`src/uer_pkg.sv`:
```
// uer_pkg: shared types and constants for the ultrasonic echo ranger
// no dependencies; imported by ultrasonic_echo_ranger, ranger_checker and tb

package uer_pkg;

	// measurement phases
	typedef enum logic [2:0] {
		PH_IDLE      = 3'd0,
		PH_WAIT_LOW  = 3'd1,
		PH_TRIG      = 3'd2,
		PH_WAIT_RISE = 3'd3,
		PH_MEASURE   = 3'd4
	} phase_t;

	// configuration register indexes
	localparam logic [1:0] REG_TIMEOUT   = 2'd0;
	localparam logic [1:0] REG_TRIGGER   = 2'd1;
	localparam logic [1:0] REG_HALFSPEED = 2'd2;

	// register widths and reset values
	localparam int TIMEOUT_W = 20;
	localparam int TRIGGER_W = 8;
	localparam int SPEED_W   = 18;
	localparam int CFG_W     = 20;

	localparam logic [TIMEOUT_W-1:0] TIMEOUT_RST = 20'd50000;
	localparam logic [TRIGGER_W-1:0] TRIGGER_RST = 8'd10;
	localparam logic [SPEED_W-1:0]   SPEED_RST   = 18'd112394;

	// distance output
	localparam int                  DIST_W   = 22;
	localparam logic [DIST_W-1:0]   DIST_MAX = 22'h3FFFFF;
	localparam int                  FRAC_W   = 16;

	// stream word widths
	localparam int IN_DATA_W  = 8;
	localparam int OUT_DATA_W = 32;

endpackage

```
`src/ultrasonic_echo_ranger.sv`:
```
// ultrasonic_echo_ranger: tick-driven ultrasonic ranging sequencer
// depends on uer_pkg (phase type, register indexes, widths)
//
//  channel  | dir | payload (low bit first)
//  s_*      | in  | start_req, echo, zero pad to 8 bits
//  m_*      | out | trigger, busy_res, done_res, timed_out, distance_centi_cm, pad
//  cfg_*    | in  | timeout_ticks, trigger_ticks, half_speed_q16 by index
//
// one word in, one word out; a word enters every cycle while the result side is not
// stalled, and its result leaves through the input register, then the result register
// distance is the pulse count times the speed register, rounded and saturated, in the result cycle
// a stalled result register holds the input stage; the input stage still
// takes a word whenever it is empty or moving on
// reset clears phase, counters, valids and loads register defaults

module ultrasonic_echo_ranger
	import uer_pkg::*;
#(
	parameter int TICK_COUNT_BITS = 21
) (
	input  logic                  clk,
	input  logic                  arst_n,
	input  logic                  s_tvalid,
	output logic                  s_tready,
	input  logic [IN_DATA_W-1:0]  s_tdata,   // [0] start_req, [1] echo
	output logic                  m_tvalid,
	input  logic                  m_tready,
	output logic [OUT_DATA_W-1:0] m_tdata,   // [0] trigger, [1] busy_res, [2] done_res,
	                                         // [3] timed_out, [25:4] distance_centi_cm
	input  logic                  cfg_we,
	input  logic [1:0]            cfg_addr,
	input  logic [CFG_W-1:0]      cfg_wdata
);

	localparam int W     = TICK_COUNT_BITS;
	localparam int CMP_W = (W > TIMEOUT_W) ? W : TIMEOUT_W;
	localparam int ACC_W = W + SPEED_W;
	localparam int RND_W = ACC_W + 1;
	localparam int D_W   = RND_W - FRAC_W;
	localparam int DC_W  = (D_W > DIST_W) ? D_W : DIST_W;
	localparam logic [W-1:0]     CNT_MAX = {W{1'b1}};
	localparam logic [RND_W-1:0] HALF    = RND_W'(1) << (FRAC_W - 1);

	// configuration registers
	logic [TIMEOUT_W-1:0] timeout_q;
	logic [TRIGGER_W-1:0] trig_ticks_q;
	logic [SPEED_W-1:0]   speed_q;

	always_ff @(posedge clk or negedge arst_n) begin
		if (!arst_n) begin
			timeout_q    <= TIMEOUT_RST;
			trig_ticks_q <= TRIGGER_RST;
			speed_q      <= SPEED_RST;
		end else if (cfg_we) begin
			case (cfg_addr)
				REG_TIMEOUT:   timeout_q    <= cfg_wdata[TIMEOUT_W-1:0];
				REG_TRIGGER:   trig_ticks_q <= cfg_wdata[TRIGGER_W-1:0];
				REG_HALFSPEED: speed_q      <= cfg_wdata[SPEED_W-1:0];
				default:       ;
			endcase
		end
	end

	// input register
	logic valid_s1, start_s1, echo_s1, advance;
	logic out_valid_q;

	assign advance  = valid_s1 && (!out_valid_q || m_tready);
	assign s_tready = !valid_s1 || advance;

	always_ff @(posedge clk or negedge arst_n) begin
		if (!arst_n) begin
			valid_s1 <= 1'b0;
		end else if (s_tready) begin
			valid_s1 <= s_tvalid;
		end
	end

	always_ff @(posedge clk) begin
		if (s_tvalid && s_tready) begin
			start_s1 <= s_tdata[0];
			echo_s1  <= s_tdata[1];
		end
	end

	// sequencer state
	phase_t               phase_q, phase_d;
	logic [W-1:0]         elapsed_q, elapsed_d, pulse_q, pulse_d;
	logic [TRIGGER_W-1:0] trig_left_q, trig_left_d;

	logic [W-1:0] elapsed_inc, pulse_inc;
	logic         elapsed_over, pulse_over;

	// saturating counts and timeout checks
	assign elapsed_inc  = (elapsed_q == CNT_MAX) ? CNT_MAX : elapsed_q + W'(1);
	assign pulse_inc    = (pulse_q == CNT_MAX) ? CNT_MAX : pulse_q + W'(1);
	assign elapsed_over = (CMP_W'(elapsed_inc) > CMP_W'(timeout_q)) || (elapsed_inc == CNT_MAX);
	assign pulse_over   = (CMP_W'(pulse_inc) > CMP_W'(timeout_q)) || (pulse_inc == CNT_MAX);

	// rounded and saturated distance from the pulse product
	logic [ACC_W-1:0]  pulse_prod;
	logic [RND_W-1:0]  rnd;
	logic [DC_W-1:0]   dist_full;
	logic [DIST_W-1:0] dist_sat;

	assign pulse_prod = ACC_W'(pulse_q) * ACC_W'(speed_q);
	assign rnd        = RND_W'(pulse_prod) + HALF;
	assign dist_full  = DC_W'(rnd[RND_W-1:FRAC_W]);
	assign dist_sat   = (dist_full > DC_W'(DIST_MAX)) ? DIST_MAX : dist_full[DIST_W-1:0];

	// next state
	always_comb begin
		phase_d     = phase_q;
		elapsed_d   = elapsed_q;
		pulse_d     = pulse_q;
		trig_left_d = trig_left_q;
		case (phase_q)
			PH_WAIT_LOW: begin
				elapsed_d = elapsed_inc;
				if (!echo_s1) begin
					trig_left_d = (trig_ticks_q == '0) ? TRIGGER_W'(1) : trig_ticks_q;
					phase_d     = PH_TRIG;
				end
			end
			PH_TRIG: begin
				elapsed_d = elapsed_inc;
				if (trig_left_q <= TRIGGER_W'(1)) begin
					trig_left_d = '0;
					phase_d     = PH_WAIT_RISE;
				end else begin
					trig_left_d = trig_left_q - TRIGGER_W'(1);
				end
			end
			PH_WAIT_RISE: begin
				elapsed_d = elapsed_inc;
				if (echo_s1) begin
					pulse_d = '0;
					phase_d = PH_MEASURE;
				end else if (elapsed_over) begin
					phase_d = PH_IDLE;
				end
			end
			PH_MEASURE: begin
				elapsed_d = elapsed_inc;
				if (echo_s1) begin
					pulse_d = pulse_inc;
					if (pulse_over) phase_d = PH_IDLE;
				end else begin
					phase_d = PH_IDLE;
				end
			end
			default: begin
				phase_d = PH_IDLE;
				if (start_s1) begin
					elapsed_d   = '0;
					pulse_d     = '0;
					trig_left_d = '0;
					phase_d     = PH_WAIT_LOW;
				end
			end
		endcase
	end

	// result fields
	logic              trig_o, done_o, tout_o;
	logic [DIST_W-1:0] dist_o;

	always_comb begin
		trig_o = 1'b0;
		done_o = 1'b0;
		tout_o = 1'b0;
		dist_o = '0;
		case (phase_q)
			PH_TRIG: trig_o = 1'b1;
			PH_WAIT_RISE: begin
				if (!echo_s1 && elapsed_over) begin
					done_o = 1'b1;
					tout_o = 1'b1;
				end
			end
			PH_MEASURE: begin
				if (echo_s1) begin
					done_o = pulse_over;
					tout_o = pulse_over;
				end else begin
					done_o = 1'b1;
					dist_o = dist_sat;
				end
			end
			default: ;
		endcase
	end

	always_ff @(posedge clk or negedge arst_n) begin
		if (!arst_n) begin
			phase_q     <= PH_IDLE;
			elapsed_q   <= '0;
			pulse_q     <= '0;
			trig_left_q <= '0;
		end else if (advance) begin
			phase_q     <= phase_d;
			elapsed_q   <= elapsed_d;
			pulse_q     <= pulse_d;
			trig_left_q <= trig_left_d;
		end
	end

	// result register
	logic [OUT_DATA_W-1:0] out_q;

	always_ff @(posedge clk or negedge arst_n) begin
		if (!arst_n) begin
			out_valid_q <= 1'b0;
		end else if (advance) begin
			out_valid_q <= 1'b1;
		end else if (m_tready) begin
			out_valid_q <= 1'b0;
		end
	end

	always_ff @(posedge clk) begin
		if (advance) begin
			out_q <= {6'b0, dist_o, tout_o, done_o, phase_d != PH_IDLE, trig_o};
		end
	end

	assign m_tvalid = out_valid_q;
	assign m_tdata  = out_q;

`ifndef SYNTHESIS
	// a finished measurement is never reported busy
	a_done_not_busy: assert property (@(posedge clk) disable iff (!arst_n)
		(m_tvalid && m_tdata[2]) |-> !m_tdata[1])
		else $error("done word still busy");

	// a timeout only comes with done and zero distance
	a_tout_done: assert property (@(posedge clk) disable iff (!arst_n)
		(m_tvalid && m_tdata[3]) |-> (m_tdata[2] && m_tdata[25:4] == '0))
		else $error("timeout word malformed");

	// trigger drives only during a measurement
	a_trig_busy: assert property (@(posedge clk) disable iff (!arst_n)
		(m_tvalid && m_tdata[0]) |-> m_tdata[1])
		else $error("trigger outside measurement");

	// the pulse count starts from zero when a pulse starts
	a_pulse_clear: assert property (@(posedge clk) disable iff (!arst_n)
		($past(advance) && phase_q == PH_MEASURE && $past(phase_q) == PH_WAIT_RISE)
		|-> (pulse_q == '0))
		else $error("pulse count not cleared");
`endif

endmodule

```
`config.mk`:
```
export PLATFORM = sky130hd
export DESIGN_NAME = ultrasonic_echo_ranger
export DESIGN_NICKNAME = d
export VERILOG_FILES = /design/src/uer_pkg.sv /design/src/ultrasonic_echo_ranger.sv
export SDC_FILE = /design/constraint.sdc
export NUM_CORES = 1
export LEC_CHECK = 0
export BUFFER_PORTS_ARGS = -buffer_cell sky130_fd_sc_hd__clkbuf_2
export CORE_MARGIN = 1
export CORE_UTILIZATION = 43
export DETAILED_ROUTE_END_ITERATION = 6
export GPL_TIMING_DRIVEN = 1
export PLACE_DENSITY_LB_ADDON = 0.08
export SLEW_MARGIN = 20
export SYNTH_ARGS = -nofsm -noshare
export SYNTH_HDL_FRONTEND = slang
export SYNTH_SLANG_ARGS = --single-unit
export TNS_END_PERCENT = 50
```
`constraint.sdc`:
```
create_clock -name clk -period 6.24 [get_ports clk]
set_input_delay 0.312 -clock clk [delete_from_list [all_inputs] [get_ports clk]]
set_output_delay 0.312 -clock clk [all_outputs]
set_load 0.01 [all_outputs]
```
======== Word-level counts from Yosys, hierarchy flattened ========
Cells that the tools add are included.
cells by class
  $add $sub $neg .......................... 4
  multiply operators ...................... 1
  $lt $le $gt $ge ......................... 4
  equality and inequality tests ........... 13
  mux-type cells .......................... 29
  bitwise gates (word level) .............. 3
  reduce and logical (&&, ||, !) cells .... 27
operators by type and width
  operator                                                                           count
  21-bit 2-to-1 mux                                                                  6
  21-bit equality test, second input constant                                        4
  21-bit case mux with 3 select lines                                                1
  21-bit by 1-bit adder with 21-bit output, second input constant                    2
  21-bit by 20-bit greater-than comparator with 1-bit output                         2
  39-bit by 16-bit adder with 40-bit output, second input constant                   1
  21-bit by 18-bit multiplier with 39-bit output                                     1
  8-bit 2-to-1 mux                                                                   4
  24-bit by 22-bit greater-than comparator with 1-bit output, second input constant  1
  8-bit case mux with 3 select lines                                                 1
  22-bit 2-to-1 mux                                                                  1
  3-bit 2-to-1 mux                                                                   6
  3-bit case mux with 4 select lines                                                 1
  3-bit nonzero test                                                                 3
  8-bit by 1-bit <= comparator with 1-bit output, second input constant              1
  8-bit zero test                                                                    1
  2-bit AND reduction                                                                4
  8-bit by 1-bit subtractor with 8-bit output, second input constant                 1
  1-bit 2-to-1 mux                                                                   7
  3-bit by 2-bit equality test with 1-bit output, second input constant              2
  2-bit inequality test, second input constant                                       3
  2-bit OR reduction                                                                 3
  5-bit AND reduction                                                                1
  1-bit logical OR                                                                   4
  12 further kinds                                                                   20
storage, ports and cells
  bits in registers ....................... 129
  bits of input ports ..................... 35

======== Depth between registers and ports, before layout ========
  word-level depth ........................ 8
  gate-level depth with buffers ........... 27
  mapped depth without buffers ............ 23

======== Worst setup path before layout ========
OpenSTA, ideal clock, no wires.
  kind .................................... register to register
  start point ............................. register pulse_q[8]
  end point ............................... register out_q[16], in the netlist m_tdata[16], data pin
  library setup time ...................... 0.254 ns
  arrival ................................. 6.394 ns
  required time ........................... 5.986 ns
  path slack .............................. -0.409 ns
  stages on the path, launching flop included .. 27
  path buffers ............................ 4
  period minus slack after synthesis ...... 6.649 ns
  cells stage by stage .................... dfrtp_1 -> clkbuf_1 -> clkbuf_1 -> nand2_1 -> fa_1 -> inv_1 -> fa_1 -> inv_1 -> fa_1 -> inv_1 -> fa_1 -> inv_1 -> fa_1 -> inv_1 -> fa_1 -> ha_1 -> buf_6 -> a21oi_4 -> o21ai_2 -> a311oi_2 -> o21ai_2 -> a31o_4 -> a21bo_1 -> xnor2_1 -> nand4_2 -> buf_6 -> o21a_1
on the way
  cells in the longest elaborated chain, start to end .. 4
RTL lines
  element                                                     RTL line                       RTL
  start, declared                                             ultrasonic_echo_ranger.sv:88   logic [W-1:0] elapsed_q, elapsed_d, pulse_q, pulse_d;
  start signal, assigned                                      ultrasonic_echo_ranger.sv:203  pulse_q <= pulse_d;
  21-bit by 18-bit multiplier with 39-bit output (*)          ultrasonic_echo_ranger.sv:106  assign pulse_prod = ACC_W'(pulse_q) * ACC_W'(speed_q);
  39-bit by 16-bit adder with 40-bit output (*)               ultrasonic_echo_ranger.sv:107  assign rnd = RND_W'(pulse_prod) + HALF;
  24-bit by 22-bit greater-than comparator with 1-bit output  ultrasonic_echo_ranger.sv:109  assign dist_sat = (dist_full > DC_W'(DIST_MAX)) ? DIST_MAX : dist_full[DIST_W-1:0];
  22-bit 2-to-1 mux (*)                                       ultrasonic_echo_ranger.sv:109
  end signal, assigned                                        ultrasonic_echo_ranger.sv:223  out_q <= {6'b0, dist_o, tout_o, done_o, phase_d != PH_IDLE, trig_o};
  end, declared                                               ultrasonic_echo_ranger.sv:209  logic [OUT_DATA_W-1:0] out_q;
Every way passes the cells marked *; elsewhere a longest branch is shown, timed or not.
A chain may end at the register's enable or synchronous reset.

======== Final worst setup path ========
  start point ............................. register speed_q[8]
  end point ............................... register out_q[24], in the netlist m_tdata[24], data pin
on the way
  cells in the longest elaborated chain, start to end .. 4
RTL lines
  element                                                     RTL line                       RTL
  start, declared                                             ultrasonic_echo_ranger.sv:47   logic [SPEED_W-1:0] speed_q;
  start signal, assigned                                      ultrasonic_echo_ranger.sv:58   REG_HALFSPEED: speed_q <= cfg_wdata[SPEED_W-1:0];
  21-bit by 18-bit multiplier with 39-bit output (*)          ultrasonic_echo_ranger.sv:106
  39-bit by 16-bit adder with 40-bit output (*)               ultrasonic_echo_ranger.sv:107
  24-bit by 22-bit greater-than comparator with 1-bit output  ultrasonic_echo_ranger.sv:109
  22-bit 2-to-1 mux (*)                                       ultrasonic_echo_ranger.sv:109
Marked as above.

==> results.ini <==
[layout]
area_growth_pct = 16.50
fin_nets = 2820
drive_above_1_share = 0.1759
finalInstanceArea_um2 = 22660
final-instance-count-excl-fill = 2911
final_common_cell = inv_1
diodes = 0
final_cell_mix = 409 x inv_1, 327 x nand2_1, 298 x fa_1, 180 x buf_4, 162 x ha_1
post-route-util = 0.5102

[hold_path]
hold_path_class = input pin to flop
holdPathEnd = echo_s1
hold_depth = 1
min-delay-start = s_tdata[1]

[global_route]
grt_max_degree = 78
grt_pass1_wl_mm = 80.97
antenna_found_initial = 0
grt_pass1_vias = 15060
grt-ovfl-total = 0
grt_usage = 0.2245

[placement]
gp_congestion = 0.8620
post-place-cells = 2859
placed_area_um2 = 21660
io_buffers = 56
hpwl_mm = 41.42
dpl_worst_slack_ns = -0.3962

[outcome]
failed_checks = negative setup slack
outcome = finished, violations left

[timing]
whs_ns = 0.03494
maxSlewHeadroom = 0.3515
rsz0062_at_grt = yes
finalCritPeriodShare = 1.055
hold_viol = 0
setup_viol = 22
fmax_ghz = 0.1520
setup_ws_ns = -0.3406
period_needed_ns = 6.581
fin_tns_setup_ns = -7.058
tightest_slew_ns = 0.9698
skew_ns = 0.01451
slew_violations = 0

[synthesis]
ys_ff_latch = 129
ys_async_sr_fraction = 0.7829
yosysSeqAreaShare = 0.1743
avgSynthCellArea_um2 = 9.098
syn_inst = 2138
netlist-cell-type-count = 74
synth_top_flop_cell = dfrtp_1
synth_edf_count = 28
ys_warn_count = 0
netlist_area_um2 = 19450

[routing]
drtPass1Iterations = 5
num_vias = 14770
drc_errors = 0
wirelength_mm = 49.91
final_antenna_net_count = 0
drt_iter0_drc = 718
routed_via_density = 5.072
avgRoutedWirePerCell_um = 17.14

[job]
max_cap_violations = 0

[setup_path]
reg2reg_from = speed_q[8]
critPathKind = flop to flop
crit_fanout = 11
r2r-end = m_tdata[24]
ff2ff_setup_slack_ns = -0.34
rr_worst_depth = 24
cp.arrival_ns = 6.78
worstPathRequired_ns = 6.44
crit_path_end_kind = flop
startpoint_type = flop

[pwr]
powerDensity_nw_per_um2 = 141.8
finalPower_mw = 3.214
p_leak_nw = 11.42
peakVddDrop_uv = 176.1

[clock_tree]
cts_sinks = 129
clk_latency_ns = 0.46
clockBufferDepth = 2
clkTransAtPathRegs_ns = 0.06
cts_tree = done
htreeDepth = 4
cts-root-buf = clkbuf_16
cts_buffers = 17

[floorplan]
core_um2 = 44410
dieArea_um2 = 46090
die_y_um = 214.7
rows = 77
dieWidth_um = 214.7
io_pins = 69
initial_core_util = 0.4380

## cells by family after synthesis
kind of cell             after synthesis  synth area share
adder cells (fa/ha/maj)              479            0.4258
AND/OR/NAND/NOR                      645            0.1582
buffers and inverters                538            0.1078
flip-flops                           129            0.1743
other                                  1         0.0001928
AO/OA/AOI/OAI                        260           0.09141
multiplexers                          28           0.01621
XOR/XNOR                              58           0.02612
## final cells by class
class                           instances  area (um^2)
Timing Repair Buffer                  262         2130
Fill cell                            4181        21750
Inverter                              420         1577
Tap cell                              592        740.7
Sequential cell                       129         3411
Clock inverter                         15        126.4
Multi-Input combinational cell       1476        14250
Clock buffer                           17        425.4
## how the worst max path moves through the flow
stage                           start          end  cells past startpoint
after floorplan           pulse_q[16]  m_tdata[22]                     25
after global placement     speed_q[5]  m_tdata[22]                     22
after detailed placement   pulse_q[6]  m_tdata[25]                     21
after CTS                  speed_q[8]  m_tdata[22]                     23
after global routing       speed_q[8]  m_tdata[24]                     24
final                      speed_q[8]  m_tdata[24]                     24
## critical path: stages, from the launching register on
cell	delay (ns)
dfstp_4	0.67
buf_6	0.14
nand2_4	0.05
fa_1	0.55
inv_2	0.04
fa_1	0.56
inv_2	0.04
fa_1	0.51
inv_1	0.05
fa_1	0.47
inv_1	0.05
fa_1	0.47
inv_1	0.04
fa_1	0.47
ha_4	0.30
buf_4	0.12
nand4_1	0.13
nand4bb_4	0.28
o21ai_4	0.27
a31o_4	0.22
a21bo_4	0.14
a211o_1	0.16
nand4_4	0.18
clkbuf_16	0.23
o21a_1	0.16
## sequential cells by signal, indices dropped and copies added (netlist names)
register,flops
m_tvalid,1
trig_ticks_q,8
pulse_q,21
timeout_q,20
start_s1,1
valid_s1,1
echo_s1,1
m_tdata,26
phase_q,3
trig_left_q,8
elapsed_q,21
speed_q,18
## routing by layer
layer,share of wire,vias up,GRT usage
met3,0.029,66,0.02596
met4,0.035,0,0.09000
met2,0.47,267,0.3581
li1,-,6981,-
met1,0.47,7452,0.3114
met5,0,-,0
## report_power, final
group,switching [mW],internal (mW)
logic,0.642,0.467
registers,0.154,0.998
clock network,0.437,0.517
## cells in the mapped netlist (33+ instances only)
master      n  area (um^2)
a21oi_1    55        275.3
a22o_1     35        306.5
and2_1    146        913.4
clkbuf_1   99        371.6
dfrtp_1    84         2102
fa_1      305         6106
ha_1      174         2177
inv_1     418         1569
nand2_1   332         1246
nor2_1     52        195.2
o21ai_0    56        280.3
xnor2_1    33        289.0
## repair_timing
item | CTS | global route
hold buffers | 1 | 0
setup endpoints to repair | 22 | 22
pin swaps | 0 | 51
hold endpoints to repair | 20 | 0
resized for setup | 12 | 47
buffers inserted | 2 | 15
gates cloned | 0 | 2
No activity file was read; power rests on OpenSTA's default activity.
